**config.mk**
```make
export PLATFORM = sky130hd
export DESIGN_NAME = bba_ctrl
export DESIGN_NICKNAME = d
export VERILOG_FILES = /design/src/rtl/bba_pkg.sv /design/src/rtl/bba_ctrl.sv
export SDC_FILE = /design/constraint.sdc
export NUM_CORES = 1
export LEC_CHECK = 0
export BUFFER_PORTS_ARGS = -buffer_cell sky130_fd_sc_hd__buf_2
export CORE_AREA = 2 2 39 41
export DETAILED_ROUTE_END_ITERATION = 7
export DIE_AREA = 0 0 41 43
export PLACE_DENSITY = 0.69
export SKIP_LAST_GASP = 1
export SLEW_MARGIN = 20
export SYNTH_ARGS = -nofsm -noshare
export SYNTH_HDL_FRONTEND = slang
export SYNTH_SLANG_ARGS = --single-unit
```
**constraint.sdc**
```tcl
create_clock -name clk -period 2.1 [get_ports clk]
set_input_delay 0.105 -clock clk [delete_from_list [all_inputs] [get_ports clk]]
set_output_delay 0.105 -clock clk [all_outputs]
set_load 0.05 [all_outputs]
```
**src/rtl/bba_pkg.sv**
```systemverilog
// shared types, codes and helper functions of the bitmap block allocator
package bba_pkg;

	// default number of blocks the bitmap can hold
	localparam int MAX_BLOCKS_DEF = 4096;

	// bits per bitmap memory word and the matching shift
	localparam int WORD_BITS = 64;
	localparam int WORD_SHIFT = 6;

	// command codes
	localparam logic [1:0] CMD_ALLOC = 2'd0;
	localparam logic [1:0] CMD_FREE  = 2'd1;
	localparam logic [1:0] CMD_COUNT = 2'd2;

	// result status codes
	localparam logic [1:0] STAT_OK    = 2'd0;
	localparam logic [1:0] STAT_FULL  = 2'd1;
	localparam logic [1:0] STAT_RANGE = 2'd2;

	// reset value of the block limit register
	localparam logic [12:0] NBLK_RST = 13'd4096;

	// command word
	typedef struct packed {
		logic [1:0]  command;
		logic [11:0] block_index;
	} bba_cmd_t;

	// result word
	typedef struct packed {
		logic [1:0]  status;
		logic [11:0] granted_index;
		logic [12:0] free_total;
	} bba_rsp_t;

	// controller states
	typedef enum logic [3:0] {
		S_CLEAR,
		S_IDLE,
		S_DISP,
		S_SCAN_ALLOC,
		S_FIND,
		S_SCAN_COUNT,
		S_FREE_RD,
		S_FREE_WR,
		S_RESULT
	} state_t;

	// commands from controller to datapath
	typedef struct packed {
		logic start;
		logic clr_wr;
		logic scan_rd;
		logic hit_cap;
		logic find_wr;
		logic free_rd;
		logic free_wr;
		logic set_full;
		logic set_range;
		logic acc_en;
		logic load_out;
	} bba_ctl_t;

	// status from datapath to controller
	typedef struct packed {
		logic clr_last;
		logic issue_done;
		logic s1_hit;
		logic s1_last;
		logic s2_last;
		logic lim_zero;
		logic idx_range;
		logic out_free;
	} bba_sts_t;

	// position of the lowest set bit of a byte
	function automatic logic [2:0] lowest8(input logic [7:0] v);
		logic [2:0] pos;
		pos = 3'd0;
		for (int i = 7; i >= 0; i--) begin
			if (v[i]) begin
				pos = 3'(i);
			end
		end
		return pos;
	endfunction

	// number of set bits in a byte
	function automatic logic [3:0] popcount8(input logic [7:0] v);
		logic [3:0] n;
		n = 4'd0;
		for (int i = 0; i < 8; i++) begin
			n = n + 4'(v[i]);
		end
		return n;
	endfunction

endpackage

```
**src/rtl/bba_ctrl.sv**
```systemverilog
// controller state machine of the bitmap block allocator
module bba_ctrl (
	input  logic                clk,
	input  logic                arst_n,
	input  logic                cmd_valid,
	input  logic [1:0]          command,
	output logic                cmd_stall,
	input  bba_pkg::bba_sts_t   sts,
	output bba_pkg::bba_ctl_t   ctl
);
	import bba_pkg::*;

	state_t     state_q;
	state_t     state_nxt;
	logic [1:0] cmd_q;

	// state and latched command
	always_ff @(posedge clk or negedge arst_n) begin
		if (!arst_n) begin
			state_q <= S_CLEAR;
			cmd_q   <= CMD_ALLOC;
		end else begin
			state_q <= state_nxt;
			if (ctl.start) begin
				cmd_q <= command;
			end
		end
	end

	// next state
	always_comb begin
		state_nxt = state_q;
		case (state_q)
			S_CLEAR: begin
				if (sts.clr_last) begin
					state_nxt = S_IDLE;
				end
			end
			S_IDLE: begin
				if (cmd_valid) begin
					state_nxt = S_DISP;
				end
			end
			S_DISP: begin
				case (cmd_q)
					CMD_ALLOC: state_nxt = sts.lim_zero ? S_RESULT : S_SCAN_ALLOC;
					CMD_FREE:  state_nxt = sts.idx_range ? S_RESULT : S_FREE_RD;
					CMD_COUNT: state_nxt = sts.lim_zero ? S_RESULT : S_SCAN_COUNT;
					default:   state_nxt = S_RESULT;
				endcase
			end
			S_SCAN_ALLOC: begin
				if (sts.s1_hit) begin
					state_nxt = S_FIND;
				end else if (sts.s1_last) begin
					state_nxt = S_RESULT;
				end
			end
			S_FIND:       state_nxt = S_RESULT;
			S_SCAN_COUNT: begin
				if (sts.s2_last) begin
					state_nxt = S_RESULT;
				end
			end
			S_FREE_RD:    state_nxt = S_FREE_WR;
			S_FREE_WR:    state_nxt = S_RESULT;
			S_RESULT: begin
				if (sts.out_free) begin
					state_nxt = S_IDLE;
				end
			end
			default:      state_nxt = S_IDLE;
		endcase
	end

	// datapath commands
	always_comb begin
		ctl       = '0;
		cmd_stall = (state_q != S_IDLE);
		case (state_q)
			S_CLEAR: ctl.clr_wr = 1'b1;
			S_IDLE:  ctl.start = cmd_valid;
			S_DISP: begin
				ctl.set_full  = (cmd_q == CMD_ALLOC) && sts.lim_zero;
				ctl.set_range = (cmd_q == CMD_FREE) && sts.idx_range;
			end
			S_SCAN_ALLOC: begin
				ctl.scan_rd  = !sts.issue_done && !sts.s1_hit;
				ctl.hit_cap  = sts.s1_hit;
				ctl.set_full = !sts.s1_hit && sts.s1_last;
			end
			S_FIND: ctl.find_wr = 1'b1;
			S_SCAN_COUNT: begin
				ctl.scan_rd = !sts.issue_done;
				ctl.acc_en  = 1'b1;
			end
			S_FREE_RD: ctl.free_rd = 1'b1;
			S_FREE_WR: ctl.free_wr = 1'b1;
			S_RESULT:  ctl.load_out = sts.out_free;
			default:   ctl = '0;
		endcase
	end

endmodule

```
### After elaboration in Yosys (flattened, before gate mapping)

Cells that the tools add are included.

* input bits: 13
* memories kept: 0
* flip-flop bits (word level): 6
* output and inout bits: 12
* bits in latches: 0
* word-level logic and storage cells: 50
* bits in read-only memories: 0
* RAM bits: 0

* reduce and logical (&&, ||, !) cells: 10
* bitwise operators: 0
* shift operators: 0
* divide/modulo/power cells: 0
* mux-type cells: 22
* $lt $le $gt $ge: 0
* add/sub/neg operators: 0
* eq/ne operators: 16
* $mul: 0

Operators with widths (number)
* 4-bit 2-to-1 mux: 9
* 4-bit case mux with 8 select lines: 1
* 4-bit by 3-bit == test with 1-bit output, second input constant: 4
* 4-bit case mux with 3 select lines: 1
* 1-bit 2-to-1 mux: 9
* 4-bit by 2-bit == test with 1-bit output, second input constant: 2
* 2-bit inequality test, second input constant: 4
* 5-bit AND reduction: 1
* 4-bit by 1-bit == test with 1-bit output, second input constant: 1
* 4-bit == test, second input constant: 1
* 1-bit logical AND: 4
* 4-bit zero test: 1
* 4-bit by 1-bit inequality test with 1-bit output, second input constant: 1
* 1-bit case mux with 2 select lines: 2
* 3-bit inequality test, second input constant: 1
* 2-bit by 1-bit == test with 1-bit output, second input constant: 1
* 2-bit == test, second input constant: 1
* 1-bit zero test: 2
* 2-bit zero test: 1
* 2-bit OR reduction: 1

### Logic depth before layout (Yosys ltp)

Gate-level depths: netlist of the first run.

* depth after elaboration: 3
* mapped depth: 5
* gate-level depth less buffers: 4

### Worst setup path after synthesis of the first run

OpenSTA, ideal clock, no wires.

* path kind: register to output
* from: register state_q[3]
* to: output port ctl[8] in the netlist's numbering
* buffers on the path: 1
* setup slack: -250 ps
* data required time: 1995 ps
* stages on the path, launching flop included: 6
* arrival time: 2245 ps
* cell sequence: dfrtp_1 buf_2 nand2b_1 nor2_1 nor2_1 nor2_1

RTL lines
* start: declaration: RTL line bba_ctrl.sv:13 `state_t state_q;`
* start signal: assignment: RTL line bba_ctrl.sv:23 `state_q <= state_nxt;`
* end: declaration: RTL line bba_ctrl.sv:9 `output bba_pkg::bba_ctl_t ctl`

==> impl_metrics.tcl, run 1 <==
set metrics [dict create \
    outcome "finished, final reports clean" \
    syn_inst 65 \
    synth_top_family_by_area "simple AND/OR/NAND/NOR gates" \
    synth_mux_area_frac 0.09353 \
    dieArea_um2 1763 \
    syn-num-nets 78 \
    fin_nets 104 \
    grt_use_total 0.1687 \
    min_period_ns 1.844 \
    rows 14 \
    setup_viol 0 \
    clk_pin_slew_worst_paths_ns 0.04 \
    dr.first_iter.drc_count 7 \
    antenna_found_initial 0 \
    crit_chain "nor4_4, nand2_1, o31ai_2, buf_2" \
    grt_overflow 0 \
    core-area_um2 1384 \
    switching_share 0.5496 \
    cp_slowest_cell "dfrtp_1" \
    drv_cap 0 \
    portBuffers 24 \
    period_share 0.8782 \
    pwr-share-seq 0.288 \
    crit_type "reg2out" \
    end_kind "primary output" \
    initial_core_util 0.3770 \
    die_h_um 43 \
    fin_tns_setup_ns 0 \
    p_int_uw 484.5 \
    final_cell_mix "buf_2 (24), nor2_1 (7), nand2_1 (7)" \
    syn_area_per_cell_um2 8.027 \
    ir_drop_mv 1.027 \
    drive_gt1_frac 0.4382 \
    synth_xor_area_frac 0 \
    cts-htree-levels 1 \
    synth_warnings 0 \
    gp_congestion 0.8160 \
    io_pins 25 \
    combPwrFrac 0.617 \
    syn-cell-area_um2 521.8 \
    synth.yosys.seq_area_share 0.2878 \
    fmax_mhz 542.3 \
    power.static_leakage_nw 0.3238 \
    cp.arrival_ns 1.74 \
    finalWirelength_um 1274 \
    insertedDiodeCount 0 \
    nFillCells 141 \
    clockRootBuffer "clkbuf_4" \
    synthAdderAreaFrac 0 \
    cts_tree "yes" \
    grt_util_met3 0.08377 \
    avgViaCountPerCell 5.410 \
    path_delay_family "simple AND/OR/NAND/NOR gates" \
    final-max-slew-violation-count 0 \
    synthSimpleGateAreaFrac 0.3429 \
    ys_types 28 \
    clock_path_buffers 2 \
    drc 0 \
    grt_busiest_layer "met2" \
    cts_sinks 6 \
    dr.pass1.iters 4 \
    num_vias 568 \
    cp_max_fo 13 \
    startpoint_type "flop" \
    relSlewSlack 0.6595 \
    finalHoldViolCount 0 \
    synth_compound_area_frac 0.2038 \
    use_met2 0.2469 \
    insertion_delay_ns 0.24 \
    numCtsBuffers 3 \
    post-cts-setup-buffer-count 0 \
    wl_per_cell_um 12.13 \
    fp.dieW_um 41 \
    skew_ns 0.001262 \
    crit_required_ns 2.00 \
    slowest_delay_ns 0.54 \
    first_global_vias 508 \
    rsz0062_at_grt "no" \
    drtAntennaViolNets 0 \
    layout_commonest_cell "buf_2" \
    grt_use_met1 0.2066 \
    cp.buffers_inverters 1 \
    synth-seq-cells 6 \
    worstHoldPathType "in2reg" \
    grt_pass1_wl_um 2035 \
    hpwl_um 995.5 \
    finalPower_mw 1.076 \
    clock_power_share 0.095 \
    tightest_slew_ns 0.5107 \
    grt_max_degree 16 \
    netSwitchingPower_uw 591.2 \
    p_per_area_nw_per_um2 1544 \
    syn_to_final_growth_pct 33.57 \
]
==> worst register-to-register path: cells and delay by family, from the launching register on <==
family	cells	cell delay (ns)
mux	1	0.35
flops	1	0.65
compound gates	3	0.62
==> registers in the layout (all words and copies together), names as in the netlist <==
name	count
state_q	4
cmd_q	2
==> repair_timing <==
action	CTS	global route
hold buffers	1	0
setup endpoints to repair	0	1
hold endpoints to repair	6	0
gates resized for setup	0	1
==> worst paths after layout <==
check | from | to | slack (ns) | cells past startpoint
max | state_q[3] | ctl[3] | 0.26 | 4
min | command[1] | cmd_q[1] | 0.1 | 2
max reg2reg | state_q[2] | state_q[0] | 0.43 | 4
min reg2reg | cmd_q[0] | cmd_q[0] | 0.62 | 1
max in group asynchronous | arst_n | cmd_q[1] | 1.75 | 2
min in group asynchronous | arst_n | state_q[0] | 0.22 | 2
==> per-layer routing <==
| metal | up-vias | share of wire |
|---|---|---|
| li1 | 287 | - |
| met1 | 254 | 0.45 |
| met2 | 27 | 0.45 |
| met3 | 0 | 0.10 |
| met4 | 0 | 0 |
| met5 | - | 0 |
==> final cells by class <==
| cell class | instances | area, um2 | share of cell area |
|---|---|---|---|
| well taps | 16 | 20.02 | 0.02873 |
| repair buffers | 25 | 130.1 | 0.1867 |
| inverters | 3 | 11.26 | 0.01616 |
| flip-flops and latches | 6 | 150.1 | 0.2154 |
| clock buffers | 3 | 22.52 | 0.03232 |
| multi-input cells | 52 | 362.8 | 0.5206 |
==> cells by family after synthesis <==
family | count (synthesis)
flip-flops | 6
AO/OA/AOI/OAI | 15
AND/OR/NAND/NOR | 33
multiplexers | 4
buffers and inverters | 7
==> synthesized netlist by cell type <==
master / count / share of area
a2111oi_0: 1 / 0.017
a211o_1: 1 / 0.017
a21oi_1: 4 / 0.038
a22oi_1: 1 / 0.014
a31oi_1: 1 / 0.012
buf_2: 3 / 0.029
buf_6: 1 / 0.022
dfrtp_1: 6 / 0.29
inv_1: 3 / 0.022
mux2_2: 3 / 0.065
mux2_4: 1 / 0.029
nand2_1: 7 / 0.050
nand2b_1: 5 / 0.060
nand3_1: 1 / 0.0096
nand3b_1: 1 / 0.014
nor2_1: 8 / 0.058
nor2b_1: 1 / 0.012
nor3_1: 2 / 0.019
nor3b_1: 1 / 0.014
nor4_1: 3 / 0.036
nor4_2: 1 / 0.024
o21ai_0: 3 / 0.029
o22a_1: 1 / 0.017
o31ai_1: 2 / 0.029
o32ai_2: 1 / 0.031
or2_2: 1 / 0.012
or3_1: 1 / 0.012
or3_4: 1 / 0.022
==> power groups by stage <==
stage	logic (mW)	registers [mW]	clock network, mW
2_1_floorplan	0.556	0.206	0
3_3_place_gp	0.655	0.304	0
6_report	0.664	0.310	0.102
5_1_grt	0.720	0.324	0.114
3_5_place_dp	0.658	0.306	0
4_1_cts	0.662	0.304	0.107
==> per-stage QoR <==
step | hold slack [ns] | std cells | area, um2 | worst slack [ns] | util
6_report | 0.09987 | 105 | 696.9 | 0.2559 | 0.5036
4_1_cts | 0.09299 | 105 | 688.2 | 0.1344 | 0.4973
3_3_place_gp | -0.06669 | 101 | 655.6 | 0.3936 | 0.4738
5_1_grt | 0.1042 | 105 | 696.9 | 0.1146 | 0.5036
3_5_place_dp | -0.06646 | 101 | 655.6 | 0.3985 | 0.4738
2_1_floorplan | -0.1906 | 65 | 541.8 | -0.01829 | -
Note: power is estimated with default switching activity, not from simulation.
==> run 2, diff against run 1 <==
--- a/config.mk
+++ b/config.mk
@@ -6,10 +6,10 @@
 export NUM_CORES = 1
 export LEC_CHECK = 0
 export BUFFER_PORTS_ARGS = -buffer_cell sky130_fd_sc_hd__buf_2
-export CORE_AREA = 2 2 39 41
+export CORE_MARGIN = 1
+export CORE_UTILIZATION = 40
 export DETAILED_ROUTE_END_ITERATION = 7
-export DIE_AREA = 0 0 41 43
-export PLACE_DENSITY = 0.69
+export PLACE_DENSITY = 0.71
 export SKIP_LAST_GASP = 1
 export SLEW_MARGIN = 20
 export SYNTH_ARGS = -nofsm -noshare
==> run 2 against run 1 <==
  * Design area decreased by 0.36%
  * Critical path depth unchanged
  * Maximum frequency decreased by 1.5%
  * Largest power group unchanged
  * Clock skew increased by 0.0037 ns
  * Worst hold slack got worse by 0.0080 ns
  * Register-to-register slack got worse by 0.06 ns
  * Wire length increased by 2.3%
  * Count of clock-buffer cells in the layout unchanged
==> impl_metrics.tcl, run 2 (synthesis gave the netlist of run 1 again) <==
set metrics [dict create \
    outcome "finished, final reports clean" \
    regMostFlops "state_q" \
    die_h_um 38.12 \
    largest_reg_flops 4 \
    final_cell_mix "buf_2 (24), nor2_1 (7), nand2_1 (7)" \
    largestRegisters "state_q (4), cmd_q (2)" \
    wl_per_cell_um 12.65 \
    min_period_ns 1.872 \
    cts_sinks 6 \
    grt_util_met3 0.05233 \
    cts-htree-levels 1 \
    crit_type "reg2out" \
    grt_overflow 0 \
    insertion_delay_ns 0.25 \
    finalPower_mw 1.090 \
    period_share 0.8915 \
    fmax_mhz 534.1 \
    clk_pin_slew_worst_paths_ns 0.05 \
    grt_use_met1 0.2708 \
    setup_viol 0 \
    skew_ns 0.004932 \
    core-area_um2 1156 \
    insertedDiodeCount 0 \
    drv_cap 0 \
    finalHoldViolCount 0 \
    clock_power_share 0.100 \
    netSwitchingPower_uw 605.0 \
    post-cts-setup-buffer-count 0 \
    antenna_found_initial 0 \
    combPwrFrac 0.614 \
    rsz0062_at_grt "no" \
    drtAntennaViolNets 0 \
    final-max-slew-violation-count 0 \
    worstHoldPathType "in2reg" \
    hpwl_um 943.4 \
    fin_nets 104 \
    grt_use_total 0.2044 \
    cp.arrival_ns 1.77 \
    layout_commonest_cell "buf_2" \
    finalWirelength_um 1303 \
    io_pins 25 \
    syn_to_final_growth_pct 33.09 \
    power.static_leakage_nw 0.3238 \
    cp_max_fo 15 \
    grt_busiest_layer "met2" \
    drc 0 \
    grt_max_degree 16 \
    pwr-share-seq 0.286 \
    crit_required_ns 2.00 \
    fp.dieW_um 38.12 \
    tightest_slew_ns 0.5532 \
    dr.first_iter.drc_count 19 \
    ir_drop_mv 0.8727 \
    first_global_vias 460 \
    use_met2 0.3263 \
    switching_share 0.5552 \
    clockRootBuffer "clkbuf_4" \
    dr.pass1.iters 4 \
    portBuffers 24 \
    rows 12 \
    numCtsBuffers 3 \
    p_int_uw 484.7 \
    drive_gt1_frac 0.4382 \
    p_per_area_nw_per_um2 1569 \
    relSlewSlack 0.6312 \
    clock_path_buffers 2 \
    final_core_util 0.6006 \
    initial_core_util 0.4513 \
    gp_congestion 0.8644 \
    num_vias 566 \
    grt_pass1_wl_um 2042 \
    cts_tree "yes" \
    dieArea_um2 1453 \
    startpoint_type "flop" \
    avgViaCountPerCell 5.495 \
    end_kind "primary output" \
]
run 2: cell counts in the layout (fill, tap and decap cells not counted):
No cell type changed its count.
run 2: stage by stage:
stage / hold slack [ns] / std cells / area (um2) / setup TNS (ns) / setup slack, ns
2_1_floorplan: -0.1906 / 65 / 541.8 / -0.01829 / -0.01829
3_3_place_gp: -0.06556 / 99 / 653.1 / 0 / 0.4025
3_5_place_dp: -0.06930 / 99 / 653.1 / 0 / 0.4146
4_1_cts: 0.08578 / 103 / 685.7 / 0 / 0.1354
5_1_grt: 0.08349 / 103 / 694.4 / 0 / 0.1197
6_report: 0.09184 / 103 / 694.4 / 0 / 0.2278
run 2: final timing paths:
kind / end / from / slack [ns] / depth (start not counted)
max in group asynchronous: state_q[0] / arst_n / 1.75 / 2
hold / removal: cmd_q[0] / command[0] / 0.09 / 2
setup reg to reg: state_q[0] / state_q[2] / 0.37 / 4
min in group asynchronous: state_q[2] / arst_n / 0.20 / 2
hold reg to reg: cmd_q[0] / cmd_q[0] / 0.60 / 1
setup / recovery: ctl[3] / state_q[2] / 0.23 / 4
run 2: final cells by class:
class / count / area, um2
Tap cell: 14 / 17.52
Inverter: 3 / 11.26
Fill cell: 106 / 461.7
Sequential cell: 6 / 150.1
Timing Repair Buffer: 25 / 130.1
Multi-Input combinational cell: 52 / 362.8
Clock buffer: 3 / 22.52
run 2: per-layer routing:
layer,routed length [um],up-vias
li1,-,282
met1,603,248
met2,596,34
met3,99,2
met4,4,0
met5,0,-
run 2: critical path, stage by stage (launching register included):
cell     delay (ns)
dfrtp_1        0.57
nor4_4         0.46
nand2_1        0.12
o31ai_2        0.07
buf_2          0.30
run 2: power by group through the flow:
stage | clock [mW] | combinational (mW) | sequential, mW
floorplan | 0 | 0.556 | 0.206
global placement | 0 | 0.653 | 0.303
detailed placement | 0 | 0.656 | 0.306
CTS | 0.112 | 0.663 | 0.305
global route | 0.116 | 0.727 | 0.329
finish | 0.109 | 0.669 | 0.312
run 2: what timing repair did:
action                                 in CTS  in global routing
endpoints found under the hold margin       6                  0
hold buffers                                1                  0
setup endpoints to repair                   0                  1
resized for setup                           0                  1
==> run 3, diff against run 2 <==
==> constraint.sdc (replaced) <==
create_clock -name clk -period 2.1 [get_ports clk]
set_input_delay 0.525 -clock clk [delete_from_list [all_inputs] [get_ports clk]]
set_output_delay 0.525 -clock clk [all_outputs]
set_load 0.05 [all_outputs]
==> run 3 against run 2 <==
  * Critical path depth unchanged
  * Flip-flop and latch count unchanged
  * Count of clock-buffer cells in the layout is the same
  * Total power rose by 0.31%
  * Utilization increased by 8.2 points
  * Critical path type unchanged
  * Worst setup slack worse by 0.15 ns
  * Maximum frequency shrank 7.5%
  * Design area grew 14%
  * Sequential share of layout area down 2.0 points
==> impl_metrics.tcl, run 3 (synthesis gave the netlist of run 1 again) <==
set metrics [dict create \
    outcome "finished, final reports clean" \
    skew_ns 0.0006466 \
    final-max-slew-violation-count 0 \
    wl_per_cell_um 12.62 \
    initial_core_util 0.4513 \
    cp.arrival_ns 1.50 \
    p_per_area_nw_per_um2 1385 \
    ff2ff_path_depth 5 \
    cts_sinks 6 \
    largest_reg_flops 4 \
    layout_commonest_cell "buf_2" \
    dr.first_iter.drc_count 27 \
    regMostFlops "state_q" \
    syn_to_final_growth_pct 51.32 \
    dp_slack_ns 0.1049 \
    cp_max_fo 8 \
    first_global_vias 509 \
    portBuffers 24 \
    avgViaCountPerCell 5.532 \
    drv_cap 0 \
    final_cell_mix "buf_2 (20), buf_4 (10), nor2_1 (6), nand2_1 (6)" \
    end_kind "primary output" \
    startpoint_type "flop" \
    regArea_um2 155.1 \
    tightest_slew_ns 0.4318 \
    worstHoldPathType "in2async" \
    ir_drop_mv 0.8867 \
    numCtsBuffers 3 \
    grt_pass1_wl_um 2145 \
    drtAntennaViolNets 0 \
    cts-htree-levels 1 \
    finalWirelength_um 1401 \
    fin_nets 112 \
    multi_input_area_um2 381.6 \
    grt_max_degree 11 \
    ctsHoldBuffers 0 \
    period_share 0.9642 \
    placed_area_um2 711.9 \
    antenna_found_initial 0 \
    fmax_mhz 493.9 \
    power.static_leakage_nw 0.3617 \
    num_vias 614 \
    clk_pin_slew_worst_paths_ns 0.04 \
    grt_overflow 0 \
    relSlewSlack 0.7122 \
    finalHoldViolCount 0 \
    dieArea_um2 1453 \
    io_pins 25 \
    cts_tree "yes" \
    insertedDiodeCount 0 \
    final_area_um2 789.5 \
    rows 12 \
    drc 0 \
    grt_use_total 0.2069 \
    nFillCells 98 \
    rsz0062_at_grt "no" \
    gp_congestion 0.8840 \
    crit_type "reg2out" \
    hpwl_um 1020 \
    insertion_delay_ns 0.24 \
    setup_slack_ns 0.07523 \
    dr.pass1.iters 5 \
    clockRootBuffer "clkbuf_4" \
    die_h_um 38.12 \
    min_period_ns 2.025 \
    drive_gt1_frac 0.5670 \
    fp.dieW_um 38.12 \
    crit_required_ns 1.57 \
    clock_path_buffers 2 \
    core-area_um2 1156 \
    setup_viol 0 \
    largestRegisters "state_q (4), cmd_q (2)" \
]
==> run 3: cell types whose count changed in the layout (fill, tap and decap cells not counted), sizes merged <==
cell	previous run	this run
clkbuf	3	5
dlygate4sd3	1	0
buf	24	31
==> run 3: path summary, 6_finish.rpt <==
kind | start | endpoint | slack (ns)
worst max-delay path | state_q[1] | ctl[9] | 0.08
worst min-delay path | arst_n | state_q[1] | 0.10
worst max register to register | state_q[3] | state_q[3] | 0.47
worst min register to register | cmd_q[0] | cmd_q[0] | 0.61
max in group asynchronous | arst_n | state_q[3] | 1.85
min in group clk | command[1] | cmd_q[1] | 0.52
==> run 3: cell type report <==
cell class,count,share of cell area
repair buffers,33,0.2552
multi-input cells,52,0.4834
clock buffers,3,0.02853
inverters,3,0.01426
flip-flops and latches,6,0.1965
well taps,14,0.02219
==> run 3: critical path, cell delays in order (launching register included) <==
cell and delay [ns]:
dfrtp_2 0.45, buf_4 0.15, buf_4 0.12, nor4_2 0.24
buf_2 0.29
==> run 3: where the power goes <==
part / internal, mW / switching (mW) / total, mW / leakage [nW]
registers: 0.171 / 0.106 / 0.277 / 0.0695
logic: 0.300 / 0.414 / 0.715 / 0.278
clock network: 0.0644 / 0.0373 / 0.102 / 0.0138
total: 0.536 / 0.557 / 1.09 / 0.362
==> run 3: metrics by stage <==
step / TNS, ns / util / power (mW) / cells / hold slack [ns]
after global routing: 0 / 0.6829 / 1.167 / 111 / 0.1047
final: 0 / 0.6829 / 1.093 / 111 / 0.1013
after CTS: -0.007945 / 0.6461 / 1.154 / 108 / 0.1010
after global placement: 0 / 0.6158 / 1.033 / 105 / 0.3515
after floorplan: -0.6984 / - / 0.7747 / 65 / 0.2294
after detailed placement: 0 / 0.6158 / 1.035 / 105 / 0.3518
==> run 3: routing by layer <==
layer / global-route usage / vias to the layer above / share of wire
met4: 0.05357 / 0 / 0.010
met1: 0.2563 / 278 / 0.43
met3: 0.05233 / 2 / 0.063
met5: 0 / - / 0
li1: - / 301 / -
met2: 0.3517 / 33 / 0.50
==> run 3: repair_timing <==
| item | 4_1_cts | 5_1_grt |
|---|---|---|
| setup endpoints to repair | 2 | 4 |
| pin swaps | 0 | 1 |
| buffers inserted | 0 | 3 |
| gates resized for setup | 3 | 10 |
